File: src/rtl/core/assert_macros.svh
// Assertion macros shared by the deframer RTL.
// Included by files that check their own logic; needs clk_i and rst_ni in scope.
`ifndef ASSERT_MACROS_SVH
`define ASSERT_MACROS_SVH

// Property must hold on every clock edge out of reset.
`define ASSERT_CLK(name, prop, msg) \
  name: assert property (@(posedge clk_i) disable iff (!rst_ni) (prop)) else $error(msg);

// Condition must never be true out of reset.
`define ASSERT_NEVER(name, cond, msg) \
  name: assert property (@(posedge clk_i) disable iff (!rst_ni) !(cond)) else $error(msg);

`endif

File: src/rtl/core/sedf_pkg.sv
// Shared types, byte codes and the hex digit helper for the STX/ETX deframer.
// No dependencies.
`default_nettype none

package sedf_pkg;

  localparam logic [7:0] BYTE_ACK  = 8'h06;
  localparam logic [7:0] BYTE_NAK  = 8'h15;
  localparam logic [7:0] BYTE_STX  = 8'h02;
  localparam logic [7:0] BYTE_ETX  = 8'h03;
  localparam logic [7:0] CHAR_ZERO = 8'h30;
  localparam logic [7:0] CHAR_A    = 8'h41;
  localparam logic [3:0] NIB_TEN   = 4'd10;

  typedef enum logic [2:0] {
    EV_NONE     = 3'd0,
    EV_ACK      = 3'd1,
    EV_NAK      = 3'd2,
    EV_PAYLOAD  = 3'd3,
    EV_GOOD     = 3'd4,
    EV_CSUM_ERR = 3'd5,
    EV_OVERFLOW = 3'd6
  } event_e;

  typedef enum logic [1:0] {
    PH_PAYLOAD = 2'd0,
    PH_HIGH    = 2'd1,
    PH_LOW     = 2'd2
  } phase_e;

  typedef struct packed {
    event_e     ev;
    logic [7:0] pay;
  } res_t;

  function automatic logic [7:0] hex_digit(input logic [3:0] nib);
    logic [7:0] wide;
    wide = {4'd0, nib};
    return (nib < NIB_TEN) ? (CHAR_ZERO + wide) : (CHAR_A + wide - {4'd0, NIB_TEN});
  endfunction

endpackage

`default_nettype wire

File: src/rtl/core/sedf_parser.sv
// Frame parser: idle/frame state, running sum-8, checksum digit compare, overflow.
// Depends on sedf_pkg. Produces one result per taken word.
`default_nettype none

module sedf_parser import sedf_pkg::*; #(
  parameter int unsigned MAX_FRAME = 32
) (
  input  wire logic       clk_i,
  input  wire logic       rst_ni,
  input  wire logic       take_i,
  input  wire logic [7:0] rx_byte_i,
  output res_t            res_o
);

  localparam logic [5:0] MaxCount = 6'(MAX_FRAME);

  logic       in_frame_q, in_frame_d;
  phase_e     phase_q, phase_d;
  logic [7:0] sum_q, sum_d;
  logic       hi_ok_q, hi_ok_d;
  logic [5:0] count_q, count_d;

  always_ff @(posedge clk_i or negedge rst_ni) begin
    if (!rst_ni) begin
      in_frame_q <= 1'b0;
      phase_q    <= PH_PAYLOAD;
      sum_q      <= '0;
      hi_ok_q    <= 1'b0;
      count_q    <= '0;
    end else if (take_i) begin
      in_frame_q <= in_frame_d;
      phase_q    <= phase_d;
      sum_q      <= sum_d;
      hi_ok_q    <= hi_ok_d;
      count_q    <= count_d;
    end
  end

  // next state
  always_comb begin
    in_frame_d = in_frame_q;
    phase_d    = phase_q;
    sum_d      = sum_q;
    hi_ok_d    = hi_ok_q;
    count_d    = count_q;
    if (!in_frame_q) begin
      if (rx_byte_i == BYTE_STX) begin
        in_frame_d = 1'b1;
        phase_d    = PH_PAYLOAD;
        sum_d      = '0;
        hi_ok_d    = 1'b0;
        count_d    = '0;
      end
    end else if (count_q >= MaxCount) begin
      in_frame_d = 1'b0;
      phase_d    = PH_PAYLOAD;
      sum_d      = '0;
      hi_ok_d    = 1'b0;
      count_d    = '0;
    end else begin
      count_d = count_q + 6'd1;
      case (phase_q)
        PH_HIGH: begin
          hi_ok_d = (rx_byte_i == hex_digit(sum_q[7:4]));
          phase_d = PH_LOW;
        end
        PH_LOW: begin
          in_frame_d = 1'b0;
          phase_d    = PH_PAYLOAD;
          sum_d      = '0;
          hi_ok_d    = 1'b0;
          count_d    = '0;
        end
        default: begin
          sum_d = sum_q + rx_byte_i;
          if (rx_byte_i == BYTE_ETX) begin
            phase_d = PH_HIGH;
          end
        end
      endcase
    end
  end

  // result
  always_comb begin
    res_o.ev  = EV_NONE;
    res_o.pay = '0;
    if (!in_frame_q) begin
      if (rx_byte_i == BYTE_ACK) begin
        res_o.ev = EV_ACK;
      end else if (rx_byte_i == BYTE_NAK) begin
        res_o.ev = EV_NAK;
      end
    end else if (count_q >= MaxCount) begin
      res_o.ev = EV_OVERFLOW;
    end else begin
      case (phase_q)
        PH_HIGH: begin
          res_o.ev = EV_NONE;
        end
        PH_LOW: begin
          res_o.ev = (hi_ok_q && (rx_byte_i == hex_digit(sum_q[3:0]))) ? EV_GOOD : EV_CSUM_ERR;
        end
        default: begin
          if (rx_byte_i != BYTE_ETX) begin
            res_o.ev  = EV_PAYLOAD;
            res_o.pay = rx_byte_i;
          end
        end
      endcase
    end
  end

endmodule

`default_nettype wire

File: src/rtl/core/stx_etx_ascii_checksum_deframer_core.sv
// Each accepted word's result word is registered into the output slot, or into the skid slot while the output waits.
// Throughput: one word per cycle while in_stall_o is low; the parser state updates once per accepted byte.
// Output register plus skid register: input keeps flowing while one result waits.
// in_stall_o rises only when both output slots are full.
// Reset (rst_ni low, async) empties both slots and returns the parser to idle.
`default_nettype none

module stx_etx_ascii_checksum_deframer_core import sedf_pkg::*; #(
  parameter int unsigned MAX_FRAME = 32
) (
  input  wire logic       clk_i,
  input  wire logic       rst_ni,
  input  wire logic       in_valid_i,
  output logic            in_stall_o,
  input  wire logic [7:0] rx_byte_i,
  output logic            out_valid_o,
  input  wire logic       out_stall_i,
  output logic [2:0]      event_res_o,
  output logic [7:0]      payload_byte_o
);

`include "assert_macros.svh"

  res_t res;
  logic in_take, out_pop;
  logic o_valid_q, o_valid_d, s_valid_q, s_valid_d;
  res_t o_res_q, o_res_d, s_res_q, s_res_d;

  assign in_stall_o = s_valid_q;
  assign in_take    = in_valid_i && !s_valid_q;
  assign out_pop    = o_valid_q && !out_stall_i;

  sedf_parser #(
    .MAX_FRAME(MAX_FRAME)
  ) u_parser (
    .clk_i    (clk_i),
    .rst_ni   (rst_ni),
    .take_i   (in_take),
    .rx_byte_i(rx_byte_i),
    .res_o    (res)
  );

  always_comb begin
    o_valid_d = o_valid_q;
    o_res_d   = o_res_q;
    s_valid_d = s_valid_q;
    s_res_d   = s_res_q;
    if (out_pop) begin
      if (s_valid_q) begin
        o_res_d   = s_res_q;
        s_valid_d = 1'b0;
      end else begin
        o_valid_d = in_take;
        o_res_d   = res;
      end
    end else if (in_take) begin
      if (!o_valid_q) begin
        o_valid_d = 1'b1;
        o_res_d   = res;
      end else begin
        s_valid_d = 1'b1;
        s_res_d   = res;
      end
    end
  end

  always_ff @(posedge clk_i or negedge rst_ni) begin
    if (!rst_ni) begin
      o_valid_q <= 1'b0;
      s_valid_q <= 1'b0;
    end else begin
      o_valid_q <= o_valid_d;
      s_valid_q <= s_valid_d;
    end
  end

  always_ff @(posedge clk_i) begin
    o_res_q <= o_res_d;
    s_res_q <= s_res_d;
  end

  assign out_valid_o    = o_valid_q;
  assign event_res_o    = o_res_q.ev;
  assign payload_byte_o = o_res_q.pay;

  `ASSERT_NEVER(a_skid_without_out, s_valid_q && !o_valid_q, "skid full while output empty")
  `ASSERT_CLK(a_take_gives_result, in_take |=> o_valid_q, "accepted word produced no result")
  `ASSERT_CLK(a_pay_zero, (o_valid_q && (o_res_q.ev != EV_PAYLOAD)) |-> (o_res_q.pay == 8'd0),
              "payload byte set on non-payload event")

endmodule

`default_nettype wire

File: config.mk
export PLATFORM = sky130hd
export DESIGN_NAME = stx_etx_ascii_checksum_deframer_core
export DESIGN_NICKNAME = d
export VERILOG_FILES = /design/src/rtl/core/sedf_pkg.sv /design/src/rtl/core/sedf_parser.sv /design/src/rtl/core/stx_etx_ascii_checksum_deframer_core.sv
export VERILOG_INCLUDE_DIRS = /design/src /design/src/rtl/core
export SDC_FILE = /design/constraint.sdc
export NUM_CORES = 1
export LEC_CHECK = 0
export BUFFER_PORTS_ARGS = -buffer_cell sky130_fd_sc_hd__buf_2
export CAP_MARGIN = 0
export CORE_MARGIN = 3
export CORE_UTILIZATION = 36
export CTS_CLUSTER_SIZE = 12
export DETAILED_ROUTE_END_ITERATION = 10
export RECOVER_POWER = 50
export SYNTH_ARGS = -nofsm -noshare
export SYNTH_HDL_FRONTEND = slang
export SYNTH_SLANG_ARGS = --single-unit
File: constraint.sdc
create_clock -name clk_i -period 2.2 [get_ports clk_i]
set_clock_uncertainty 0.2 [all_clocks]
set_input_delay 0.33 -clock clk_i [delete_from_list [all_inputs] [get_ports clk_i]]
set_output_delay 0.33 -clock clk_i [all_outputs]
set_load 0.005 [all_outputs]
* After elaboration in Yosys (flattened, before gate mapping) *
Index checks and enable logic that the tools add are counted.

storage, ports and cells
  output and inout bits = 13
  bits of input ports = 12
  word-level logic and storage cells = 97
  flip-flop bits (word level) = 42

cells by class
  add/sub/neg operators = 8
  equal/unequal tests = 14
  bitwise logic cells = 1
  magnitude comparators = 3
  muxes and demuxes = 43
  reduce and logical (&&, ||, !) cells = 17

operators by type and width
  cell                                                                      number
  8-bit 2-to-1 mux                                                          8
  11-bit 2-to-1 mux                                                         4
  6-bit 2-to-1 mux                                                          4
  7-bit by 4-bit adder with 8-bit output (first input constant)             2
  8-bit by 2-bit == test with 1-bit output (second input constant)          2
  8-bit == test                                                             2
  8-bit one-hot mux with 2 select lines                                     1
  8-bit by 4-bit subtractor with 8-bit output (second input constant)       2
  6-bit by 4-bit adder with 7-bit output (first input constant)             2
  1-bit 2-to-1 mux                                                          14
  3-bit AND reduction                                                       4
  10-bit 2-to-1 mux                                                         1
  2-bit 2-to-1 mux                                                          5
  3-bit 2-to-1 mux                                                          3
  8-bit adder                                                               1
  8-bit by 3-bit == test with 1-bit output (second input constant)          1
  8-bit by 5-bit == test with 1-bit output (second input constant)          1
  4-bit < comparator (second input constant)                                2
  8-bit by 2-bit inequality test with 1-bit output (second input constant)  1
  2-bit AND reduction                                                       4
  6-bit by 1-bit adder with 6-bit output (second input constant)            1
  6-bit >= comparator (second input constant)                               1
  3-bit one-hot mux with 2 select lines                                     1
  2-bit nonzero test                                                        3
  12 further kinds                                                          16

* Longest topological paths before layout *
Gate-level depths: netlist of the first run.

  depth in word-level cells = 12
  gate-level depth with buffers = 7
  gate-level depth less buffers = 7

* Cells and area by module *
A second synthesis of the first run with hierarchy kept.

unflattened totals
  cells, all modules = 239
  area total of the unflattened synthesis = 2602.5 µm²

modules (own cells, without submodules)
  module                                instances  sequential area each (µm²)  area an instance (µm²)  cells an instance
  sedf_parser                           1          450.4                       1657.8                  193
  stx_etx_ascii_checksum_deframer_core  1          710.7                       944.7                   46

* Worst setup path after synthesis of the first run *
No wires, ideal clock.

  path type = input -> register
  start point = in rx_byte_i[3]
  end point = reg o_res_q, in the netlist event_res_o[0] (data pin)
  required time = 1.744 ns
  arrival time = 1.776 ns
  stages = 6
  path slack = -0.032 ns
  library setup time = 0.256 ns
  cells stage by stage = buf_6 > or4_4 > nor3_1 > o22ai_1 > mux2_2 > a31o_2

RTL lines
  what                  line                                        text
  from (decl)           stx_etx_ascii_checksum_deframer_core.sv:15  input wire logic [7:0] rx_byte_i,
  to (signal assigned)  stx_etx_ascii_checksum_deframer_core.sv:78  o_res_q <= o_res_d;
  to (decl)             stx_etx_ascii_checksum_deframer_core.sv:27  res_t o_res_q, o_res_d, s_res_q, s_res_d;

==> results.txt, run 1 <==
critical path required time - 2.04 ns
instance area after placement - 2970 um2
post-synthesis simple-gate area fraction - 17.8%
Synthesized Nets - 272
Layout Nets - 322
GRT Total Usage - 13.4%
Max VDD drop - 0.468 mV
grt ovf - 0
Reg power frac - 38.5%
TritonCTS clock tree - done
slowest CP cell - dfrtp_1
DP Wirelength - 4060 um
Mapped Cells - 246
switching part of the total power - 36.5%
Design Area, Final - 3110 um2
CP endpoint kind - register
DRC errors left - 0
Vert. Die Dim - 90.5 um
Slew @ Worst Pin - 1.14 ns
predominant post-synthesis flop cell - edfxtp_1
Hold Fails Final Rpt - 0
count of clock tree sinks - 42
Power Internal - 2.15 mW
portion of netlist area occupied by mux cells - 5.59%
Post-synth EDFFs - 22
Worst Slack Setup Final - 0.0201 ns
Wirelength per Cell - 13.9 um
setup tns final - 0 ns
DRT Pass-1 Iters - 4
Vias - 2022
row count - 30
Cell variety after synth - 57
Lkg Pwr - 1.31 nW
setup violators final - 0
Compound-Gate Fraction of Synth Area - 18.5%
syn_area_per_cell - 10.5 um2
die area - 8200 um2
Max Freq - 0.459 GHz
Buf/Inv on CP - 1
vias in the first global route - 1884
ant diodes - 0
Sw Pwr - 1.23 mW
die width - 90.5 um
Boundary Pins - 25
critical path, cell by cell - inv_1 > ha_1 > and3b_2 > a41oi_1 > o22ai_1 > mux2_2 > a31o_2
global-route wire length before repair - 8920 um
CTS clk-pin slew, worst paths - 0.09 ns
Synth top area share - 25.7%
total power - 3.38 mW
Slew Viols, Final - 0
Synth Area in XOR/XNOR - 2.38%
Crit path largest cell delay - 0.37 ns
core area - 6870 um2
fin util - 45.3%
RSZ-0062 raised after global routing - yes
largest family of logic cells by synthesized area - compound AO/OA/AOI/OAI gates
H-tree depth - 2
HP Class - primary input to register
Worst Setup Start Kind - register
Max-Cap Viols - 0
status - complete, no violations
PortBufs - 24
pre-CTS WS - -0.150 ns
leading post-synthesis cells by cell area - edfxtp_1, dfrtp_1, ha_1
initial antenna violation count - 0
area leader, netlist - edfxtp_1
area added between synthesis and finish - 21.1%
FF+latch count, synth - 42
clk buf depth - 2
worst-skew pair later-pin latency - 0.30 ns
fin crit share - 99.1%
fraction of registers with async set/reset - 47.6%
Slew headroom - 23.9%
largest net degree at the start of global routing - 21
delay-heaviest family, CP - compound AO/OA/AOI/OAI gates
TritonCTS buffer count - 5
part of the Yosys area used for sequential elements - 45.1%
P per Cell Area - 1090 nW/um2
post-route ant nets - 0
Initial Util - 37.4%
DR iter-0 viols - 96
clock root cell - clkbuf_8
drt via density - 5.15
worst-path fanout max - 3
share of total power in the clock network - 17.1%
layout cell share with drive strength beyond 1 - 26.9%
Adder-Cell Fraction of Synth Area - 7.10%
Comb power frac - 44.5%
post-layout min period - 2.18 ns
WP data arrival - 2.02 ns
Synthesis Warnings - 0
Placer Congestion - 0.823
Routed WL - 5450 um
kind of critical path - register to register
mapped cell area - 2570 um2
==> cell usage after synthesis, drive strengths merged (5+ instances only) <==
library cell and instances:
o31ai 5, ha 13, a22o 5, inv 13, dfrtp 20, o21ai 22, a21oi 12, nand2b 8
mux2 11, clkbuf 7, nor2 10, nor2b 10, edfxtp 22, nand2 18, nor3 5, and2 7
==> per-stage QoR <==
stage | hold slack (ns) | cells
final | 0.111 | 393
after global routing | 0.137 | 393
after CTS | 0.103 | 392
after detailed placement | 0.117 | 383
after global placement | 0.109 | 383
after floorplan | -0.166 | 246
==> worst register-to-register path, stage by stage, from the launching register on <==
cell and delay, ns:
dfrtp_1 0.37, inv_1 0.05, ha_1 0.31, and3b_2 0.22
a41oi_1 0.17, o22ai_1 0.11, mux2_2 0.27, a31o_2 0.22
==> power groups by stage <==
stage          clock network (mW)  logic (mW)  registers [mW]
6_report                    0.578        1.50            1.30
5_1_grt                     0.622        1.69            1.34
4_1_cts                     0.592        1.46            1.30
3_5_place_dp                    0        1.45            1.31
3_3_place_gp                    0        1.42            1.30
2_1_floorplan                   0       0.966            1.29
==> what timing repair did <==
action | 4_1_cts | 5_1_grt
hold buffers | 1 | 0
endpoints found under the hold margin | 20 | 0
pin swaps | 0 | 7
setup endpoints to repair | 2 | 4
setup buffers | 0 | 1
resized for setup | 2 | 12
==> cell type report <==
cell class              count  area, um2
fillers                   682       3750
multi-input cells         182       1360
flip-flops and latches     42       1160
repair buffers             52        317
well taps                  96        120
clock buffers               7        101
inverters                  13       48.8
clock inverters             1       7.51
==> flip-flops by register name, summed over array words and instances (netlist names), 2 cells and up <==
signal and count:
s_res_q 11, u_parser.phase_q 2, u_parser.count_q 6, event_res_o 3, u_parser.sum_q 8, payload_byte_o 8
==> cell families after synthesis <==
kind of cell / Yosys count
AO/OA/AOI/OAI: 68
XOR/XNOR: 7
adder cells (fa/ha/maj): 14
buffers and inverters: 22
flip-flops: 42
multiplexers: 13
AND/OR/NAND/NOR: 80
==> placed cells by master, fill, tap and decap left out, drive strengths merged, types with 4 or more instances in the layout <==
cell    count
ha         13
mux2       11
a22o        5
o31ai       5
nand3       4
clkbuf     16
nor2b      10
inv        13
buf        42
dfrtp      20
a21oi      12
nand2      18
o21ai      22
nand2b      8
edfxtp     22
nand4       4
xor2        4
nor3        5
and2        7
nor2       10
==> path summary, 6_finish.rpt <==
| check | from | endpoint | slack (ns) | depth (start not counted) |
|---|---|---|---|---|
| worst max-delay path | u_parser.phase_q[0]$_DFFE_PN0P_ | event_res_o[0]$_DFFE_PP_ | 0.02 | 7 |
| worst min-delay path | out_stall_i | out_valid_o$_DFFE_PN0P_ | 0.11 | 3 |
| worst max register to register | u_parser.phase_q[0]$_DFFE_PN0P_ | event_res_o[0]$_DFFE_PP_ | 0.02 | 7 |
| worst min register to register | u_parser.count_q[4]$_DFFE_PN0P_ | u_parser.count_q[4]$_DFFE_PN0P_ | 0.30 | 1 |
| max in group asynchronous | rst_ni | u_parser.sum_q[1]$_DFFE_PN0P_ | 0.44 | 2 |
| min in group asynchronous | rst_ni | in_stall_o$_DFFE_PN0P_ | 0.59 | 2 |
==> routing by layer <==
layer	vias to the layer above	track usage [%]	wire length [um]
li1	1011	-	-
met1	963	17.9	2640
met2	43	21.8	2570
met3	5	2.08	159
met4	0	5.36	78
met5	-	0	0
Note: power is estimated with default switching activity, not from simulation.
==> inputs of run 2 (changes only) <==
Settings changed: ABC_AREA set to 1, SKIP_CTS_REPAIR_TIMING set to 1.
==> run 2 against run 1 <==
Effect of this change:
- first-iteration DRC count decreased by 8.3%
- clock power down 16%
- largest cell class unchanged
- setup slack improved by 0.14 ns
- largest power group unchanged
==> results.txt, run 2 <==
Slew headroom - 24.0% (was 23.9%)
DRC errors left - 0 (unchanged)
grt ovf - 0 (unchanged)
Lkg Pwr - 1.44 nW (was 1.31 nW)
Comb power frac - 44.7% (was 44.5%)
DR iter-0 viols - 88 (was 96)
WP data arrival - 2.02 ns (about the same)
syn_area_per_cell - 8.20 um2 (was 10.5 um2)
PortBufs - 24 (unchanged)
DRT Pass-1 Iters - 4 (unchanged)
Post-synth EDFFs - 22 (unchanged)
critical path required time - 2.18 ns (was 2.04 ns)
setup violators final - 0 (unchanged)
status - complete, no violations (unchanged)
clock root cell - clkbuf_8 (unchanged)
Slew Viols, Final - 0 (unchanged)
part of the Yosys area used for sequential elements - 44.8% (was 45.1%)
Max VDD drop - 0.436 mV (was 0.468 mV)
Boundary Pins - 25 (unchanged)
worst r2r dst - u_parser.sum_q[6]$_DFFE_PN0P_ (was event_res_o[0]$_DFFE_PP_)
Sw Pwr - 1.31 mW (was 1.23 mW)
max FFs per register - 11 (unchanged)
Reg power frac - 40.2% (was 38.5%)
Cell variety after synth - 32 (was 57)
FF+latch area - 1160 um2 (about the same)
commonest non-fill, non-tap cells in the layout - nand2_1, inv_1, nor2_1, nand3_1, edfxtp_1 (was buf_4, edfxtp_1, dfrtp_1, nand2_1, buf_2)
TritonCTS buffer count - 5 (unchanged)
core area - 6870 um2 (unchanged)
RSZ-0062 raised after global routing - no (was yes)
DP Wirelength - 4130 um (was 4060 um)
row count - 30 (unchanged)
global-route wire length before repair - 8980 um (was 8920 um)
Wirelength per Cell - 11.7 um (was 13.9 um)
area of the multi-input gates - 1230 um2 (was 1360 um2)
die width - 90.8 um (was 90.5 um)
Routed WL - 5270 um (was 5450 um)
Worst Setup Start Kind - register (unchanged)
worst-path fanout max - 3 (unchanged)
die area - 8250 um2 (was 8200 um2)
P per Cell Area - 1090 nW/um2 (about the same)
Max Freq - 0.490 GHz (was 0.459 GHz)
post-layout min period - 2.04 ns (was 2.18 ns)
share of total power in the clock network - 15.1% (was 17.1%)
worst-skew pair later-pin latency - 0.29 ns (was 0.30 ns)
post-route ant nets - 0 (unchanged)
predominant post-synthesis flop cell - edfxtp_1 (unchanged)
Placer Congestion - 0.797 (was 0.823)
setup tns final - 0 ns (unchanged)
top post-synthesis cells by count - nand2_1, inv_1, nand3_1, nor2_1, edfxtp_1 (was edfxtp_1, dfrtp_1, nand2_1, o21ai_0)
HP Start - out_stall_i (unchanged)
commonest non-fill, non-tap cell in the layout - nand2_1 (was buf_4)
Power Internal - 1.89 mW (was 2.15 mW)
fin util - 43.0% (was 45.3%)
vias in the first global route - 1941 (was 1884)
fin crit share - 92.8% (was 99.1%)
Max-Cap Viols - 0 (unchanged)
kind of critical path - register to register (unchanged)
final cell count without fillers - 449 (was 393)
clk buf depth - 2 (unchanged)
end of the worst hold path - out_valid_o$_DFFE_PN0P_ (unchanged)
Cells on Worst Hold Path - 3 (unchanged)
Initial Util - 37.7% (was 37.4%)
layout cell share with drive strength beyond 1 - 14.4% (was 26.9%)
TritonCTS clock tree - done (unchanged)
CP endpoint kind - register (unchanged)
HP Class - primary input to register (unchanged)
initial antenna violation count - 0 (unchanged)
drt via density - 4.71 (was 5.15)
ant diodes - 0 (unchanged)
leading post-synthesis cells by cell area - edfxtp_1, dfrtp_1, nand2_1 (was edfxtp_1, dfrtp_1, ha_1)
switching part of the total power - 40.9% (was 36.5%)
Slew @ Worst Pin - 1.14 ns (about the same)
fraction of registers with async set/reset - 47.6% (unchanged)
Hold Fails Final Rpt - 0 (unchanged)
Biggest register - s_res_q (unchanged)
CTS clk-pin slew, worst paths - 0.08 ns (was 0.09 ns)
largest net degree at the start of global routing - 21 (unchanged)
count of clock tree sinks - 42 (unchanged)
worst r2r path cells - 10 (was 7)
GRT Total Usage - 13.3% (was 13.4%)
H-tree depth - 2 (unchanged)
Synthesis Warnings - 0 (unchanged)
Mapped Cells - 316 (was 246)
area added between synthesis and finish - 14.0% (was 21.1%)
area leader, netlist - edfxtp_1 (unchanged)
Fillers - 687 (was 682)
Vias - 2117 (was 2022)
mapped cell area - 2590 um2 (was 2570 um2)
count leader, synth - nand2_1 (was edfxtp_1)
FF+latch count, synth - 42 (unchanged)
worst reg2reg startpoint - u_parser.sum_q[0]$_DFFE_PN0P_ (was u_parser.phase_q[0]$_DFFE_PN0P_)
Vert. Die Dim - 90.8 um (was 90.5 um)
Layout Nets - 378 (was 322)
Synthesized Nets - 342 (was 272)
placed instance count - 440 (was 383)
Synth top area share - 25.5% (was 25.7%)
R2R Setup Slk - 0.16 ns (was 0.02 ns)
[run 2: cell types whose count changed after synthesis, sizes merged, moves of 10 or more]
cell / before / now
nand2: 18 / 95
inv: 13 / 48
nand3: 4 / 26
nor2: 10 / 30
mux2: 11 / 0
nor2b: 10 / 0
[run 2: power by group through the flow]
stage / registers [mW] / clock network, mW / logic, mW
finish: 1.29 / 0.483 / 1.43
global route: 1.33 / 0.529 / 1.65
CTS: 1.29 / 0.497 / 1.45
detailed placement: 1.30 / 0 / 1.44
global placement: 1.29 / 0 / 1.41
floorplan: 1.28 / 0 / 1.08
[run 2: logic make-up (layout without fill, tap and decap cells)]
kind of cell,after synthesis,count (layout),synth area share [%]
adder cells (fa/ha/maj),14,14,7.05
buffers and inverters,50,87,7.54
flip-flops,42,42,44.8
AND/OR/NAND/NOR,162,162,27.7
AO/OA/AOI/OAI,38,38,9.52
XOR/XNOR,10,10,3.38
[run 2: worst max path at each step]
stage	from	to	cells past startpoint
floorplan	in_stall_o$_DFFE_PN0P_	event_res_o[0]$_DFFE_PP_	3
global placement	rx_byte_i[0]	u_parser.sum_q[6]$_DFFE_PN0P_	11
detailed placement	rx_byte_i[0]	u_parser.sum_q[6]$_DFFE_PN0P_	11
CTS	u_parser.sum_q[0]$_DFFE_PN0P_	u_parser.sum_q[6]$_DFFE_PN0P_	10
global route	u_parser.sum_q[3]$_DFFE_PN0P_	event_res_o[0]$_DFFE_PP_	11
finish	u_parser.sum_q[0]$_DFFE_PN0P_	u_parser.sum_q[6]$_DFFE_PN0P_	10
[run 2: layout make-up]
type | instances | area share (%)
multi-input cells | 224 | 41.8
clock inverters | 2 | 0.339
flip-flops and latches | 42 | 39.3
repair buffers | 31 | 5.64
inverters | 48 | 6.36
well taps | 96 | 4.07
clock buffers | 6 | 2.46
[run 2: worst max-delay path: stages (launching register included)]
cell and delay (ns):
dfrtp_1 0.41, ha_1 0.22, fa_1 0.41, nand3_1 0.08, nand3_1 0.11, nand2_1 0.08
nand2_1 0.04, a21oi_1 0.17, nand2_1 0.07, nand2_1 0.08, o22ai_2 0.06
[run 2: layer usage]
metal | global-route usage (%) | routed length, um | part of all wire (%)
met2 | 21.5 | 2440 | 46
met3 | 2.42 | 270 | 5.1
met1 | 17.7 | 2490 | 47
met5 | 0 | 0 | 0
met4 | 4.90 | 70 | 1.3
[run 2: through the flow]
step / total power [mW] / instance area [um2] / setup slack, ns / hold slack, ns
2_1_floorplan: 2.36 / 2590 / 0.207 / -0.166
3_3_place_gp: 2.71 / 2870 / 0.165 / 0.118
3_5_place_dp: 2.74 / 2870 / 0.134 / 0.118
4_1_cts: 3.23 / 2950 / 0.177 / -0.201
5_1_grt: 3.50 / 2950 / 0.00381 / 0.157
6_report: 3.20 / 2950 / 0.158 / 0.138
==> inputs of run 3 (changes only) <==
Settings changed: CELL_PAD_IN_SITES_DETAIL_PLACEMENT set to 1, CELL_PAD_IN_SITES_GLOBAL_PLACEMENT set to 1, PLACE_DENSITY_LB_ADDON set to 0.1.
Clock period 2.2 ns to 2.6 ns, I/O delays scaled along.
==> run 3 against run 2 <==
Effect of this change:
- power decreased by 11%
- non-clock buffer count shrank 3
- die area did not move
- hold slack improved by 0.066 ns
- largest cell class unchanged
- highest routed layer unchanged
==> results.txt, run 3 (synthesis gave the netlist of run 2 again) <==
post-route ant nets - 0 (unchanged)
TritonCTS buffer count - 5 (unchanged)
CP endpoint - event_res_o[0]$_DFFE_PP_ (was u_parser.sum_q[6]$_DFFE_PN0P_)
Comb power frac - 43.8% (was 44.7%)
Sw Pwr - 1.15 mW (was 1.31 mW)
Power Internal - 1.69 mW (was 1.89 mW)
Wirelength per Cell - 14.2 um (was 11.7 um)
switching part of the total power - 40.5% (was 40.9%)
max FFs per register - 11 (unchanged)
fin crit share - 80.2% (was 92.8%)
drt via density - 4.82 (was 4.71)
Max-Cap Viols - 0 (unchanged)
WP data arrival - 1.94 ns (was 2.02 ns)
post-layout min period - 2.09 ns (was 2.04 ns)
GRT Total Usage - 16.5% (was 13.3%)
Layout Nets - 375 (was 378)
Routed WL - 6330 um (was 5270 um)
worst reg2reg startpoint - u_parser.sum_q[3]$_DFFE_PN0P_ (was u_parser.sum_q[0]$_DFFE_PN0P_)
Vert. Die Dim - 90.8 um (unchanged)
Initial Util - 37.7% (unchanged)
Lkg Pwr - 1.43 nW (was 1.44 nW)
kind of critical path - register to register (unchanged)
total power - 2.84 mW (was 3.20 mW)
Hold Fails Final Rpt - 0 (unchanged)
layout cell share with drive strength beyond 1 - 12.9% (was 14.4%)
TritonCTS clock tree - done (unchanged)
initial antenna violation count - 0 (unchanged)
DR iter-0 viols - 81 (was 88)
RSZ-0062 raised after global routing - no (unchanged)
die area - 8250 um2 (unchanged)
die width - 90.8 um (unchanged)
DRC errors left - 0 (unchanged)
grt ovf - 0 (unchanged)
Reg power frac - 38.3% (was 40.2%)
setup violators final - 0 (unchanged)
worst-skew pair later-pin latency - 0.29 ns (about the same)
largest net degree at the start of global routing - 21 (unchanged)
H-tree depth - 2 (unchanged)
share of total power in the clock network - 17.9% (was 15.1%)
CTS clk-pin slew, worst paths - 0.08 ns (about the same)
R2R Setup Slk - 0.51 ns (was 0.16 ns)
Worst Setup Start Kind - register (unchanged)
worst-path fanout max - 7 (was 3)
DP Wirelength - 5030 um (was 4130 um)
worst r2r dst - event_res_o[0]$_DFFE_PP_ (was u_parser.sum_q[6]$_DFFE_PN0P_)
Vias - 2148 (was 2117)
commonest non-fill, non-tap cell in the layout - nand2_1 (unchanged)
CP endpoint kind - register (unchanged)
PortBufs - 24 (unchanged)
Boundary Pins - 25 (unchanged)
global-route wire length before repair - 11000 um (was 8980 um)
instance area after placement - 2850 um2 (was 2870 um2)
row count - 30 (unchanged)
area of the multi-input gates - 1230 um2 (unchanged)
status - complete, no violations (unchanged)
clk buf depth - 2 (unchanged)
Placer Congestion - 0.794 (was 0.797)
count of clock tree sinks - 42 (unchanged)
Fillers - 863 (was 687)
worst r2r path cells - 11 (was 10)
commonest non-fill, non-tap cells in the layout - nand2_1, inv_1, nor2_1, nand3_1, edfxtp_1 (unchanged)
HP Start - out_stall_i (unchanged)
Worst Setup SP - u_parser.sum_q[3]$_DFFE_PN0P_ (was u_parser.sum_q[0]$_DFFE_PN0P_)
vias in the first global route - 2258 (was 1941)
Slew @ Worst Pin - 1.25 ns (was 1.14 ns)
final cell count without fillers - 446 (was 449)
P per Cell Area - 965 nW/um2 (was 1090 nW/um2)
clock root cell - clkbuf_8 (unchanged)
FF+latch area - 1160 um2 (unchanged)
setup tns final - 0 ns (unchanged)
critical path required time - 2.46 ns (was 2.18 ns)
core area - 6870 um2 (unchanged)
HP Class - primary input to register (unchanged)
Max VDD drop - 0.331 mV (was 0.436 mV)
Design Area, Final - 2950 um2 (about the same)
DRT Pass-1 Iters - 4 (unchanged)
Biggest register - s_res_q (unchanged)
placed instance count - 437 (was 440)
Slew headroom - 16.8% (was 24.0%)
area added between synthesis and finish - 13.8% (was 14.0%)
Max Freq - 0.479 GHz (was 0.490 GHz)
ant diodes - 0 (unchanged)
Slew Viols, Final - 0 (unchanged)
==> run 3: critical path: stages (launching register included) <==
cell     delay, ns
dfrtp_1       0.47
inv_1         0.10
nor2_1        0.35
nand3_1       0.12
nand2_1       0.09
nand2_1       0.05
nor2_1        0.12
nand2_1       0.09
nand2_1       0.08
nand3_1       0.08
nand2_1       0.08
inv_1         0.03
==> run 3: final cells by class <==
| class | count | share of cell area, % |
|---|---|---|
| clock inverters | 2 | 1.15 |
| multi-input cells | 224 | 41.9 |
| well taps | 96 | 4.07 |
| inverters | 48 | 6.37 |
| flip-flops and latches | 42 | 39.4 |
| repair buffers | 28 | 4.71 |
| clock buffers | 6 | 2.46 |
==> run 3: how the worst min path moves through the flow <==
stage	cells past startpoint	end	slack, ns
after floorplan	0	in_stall_o$_DFFE_PN0P_	-0.11
after global routing	3	out_valid_o$_DFFE_PN0P_	0.24
after CTS	1	u_parser.count_q[3]$_DFFE_PN0P_	-0.13
final	3	out_valid_o$_DFFE_PN0P_	0.20
after global placement	1	out_valid_o$_DFFE_PN0P_	0.19
after detailed placement	1	in_stall_o$_DFFE_PN0P_	0.19
==> run 3: power by group through the flow <==
| stage | Sequential (mW) | Combinational, mW | Clock [mW] |
|---|---|---|---|
| floorplan | 1.09 | 0.910 | 0 |
| global placement | 1.10 | 1.25 | 0 |
| detailed placement | 1.11 | 1.28 | 0 |
| CTS | 1.09 | 1.28 | 0.529 |
| global route | 1.12 | 1.45 | 0.557 |
| finish | 1.09 | 1.24 | 0.510 |
==> run 3: metal layers <==
metal / GRT usage (%) / part of all wire [%] / vias up
met4: 4.40 / 1.6 / 0
li1: - / - / 1096
met5: 0 / 0 / -
met3: 2.92 / 2.4 / 10
met2: 27.3 / 45 / 29
met1: 22.4 / 51 / 1013
==> run 3: stage by stage <==
step | utilization (%) | hold WS [ns] | worst slack, ns
2_1_floorplan | - | -0.106 | 0.607
3_3_place_gp | 41.4 | 0.195 | 0.431
3_5_place_dp | 41.4 | 0.192 | 0.367
4_1_cts | 43.0 | -0.129 | 0.484
5_1_grt | 42.9 | 0.238 | 0.310
6_report | 42.9 | 0.203 | 0.514
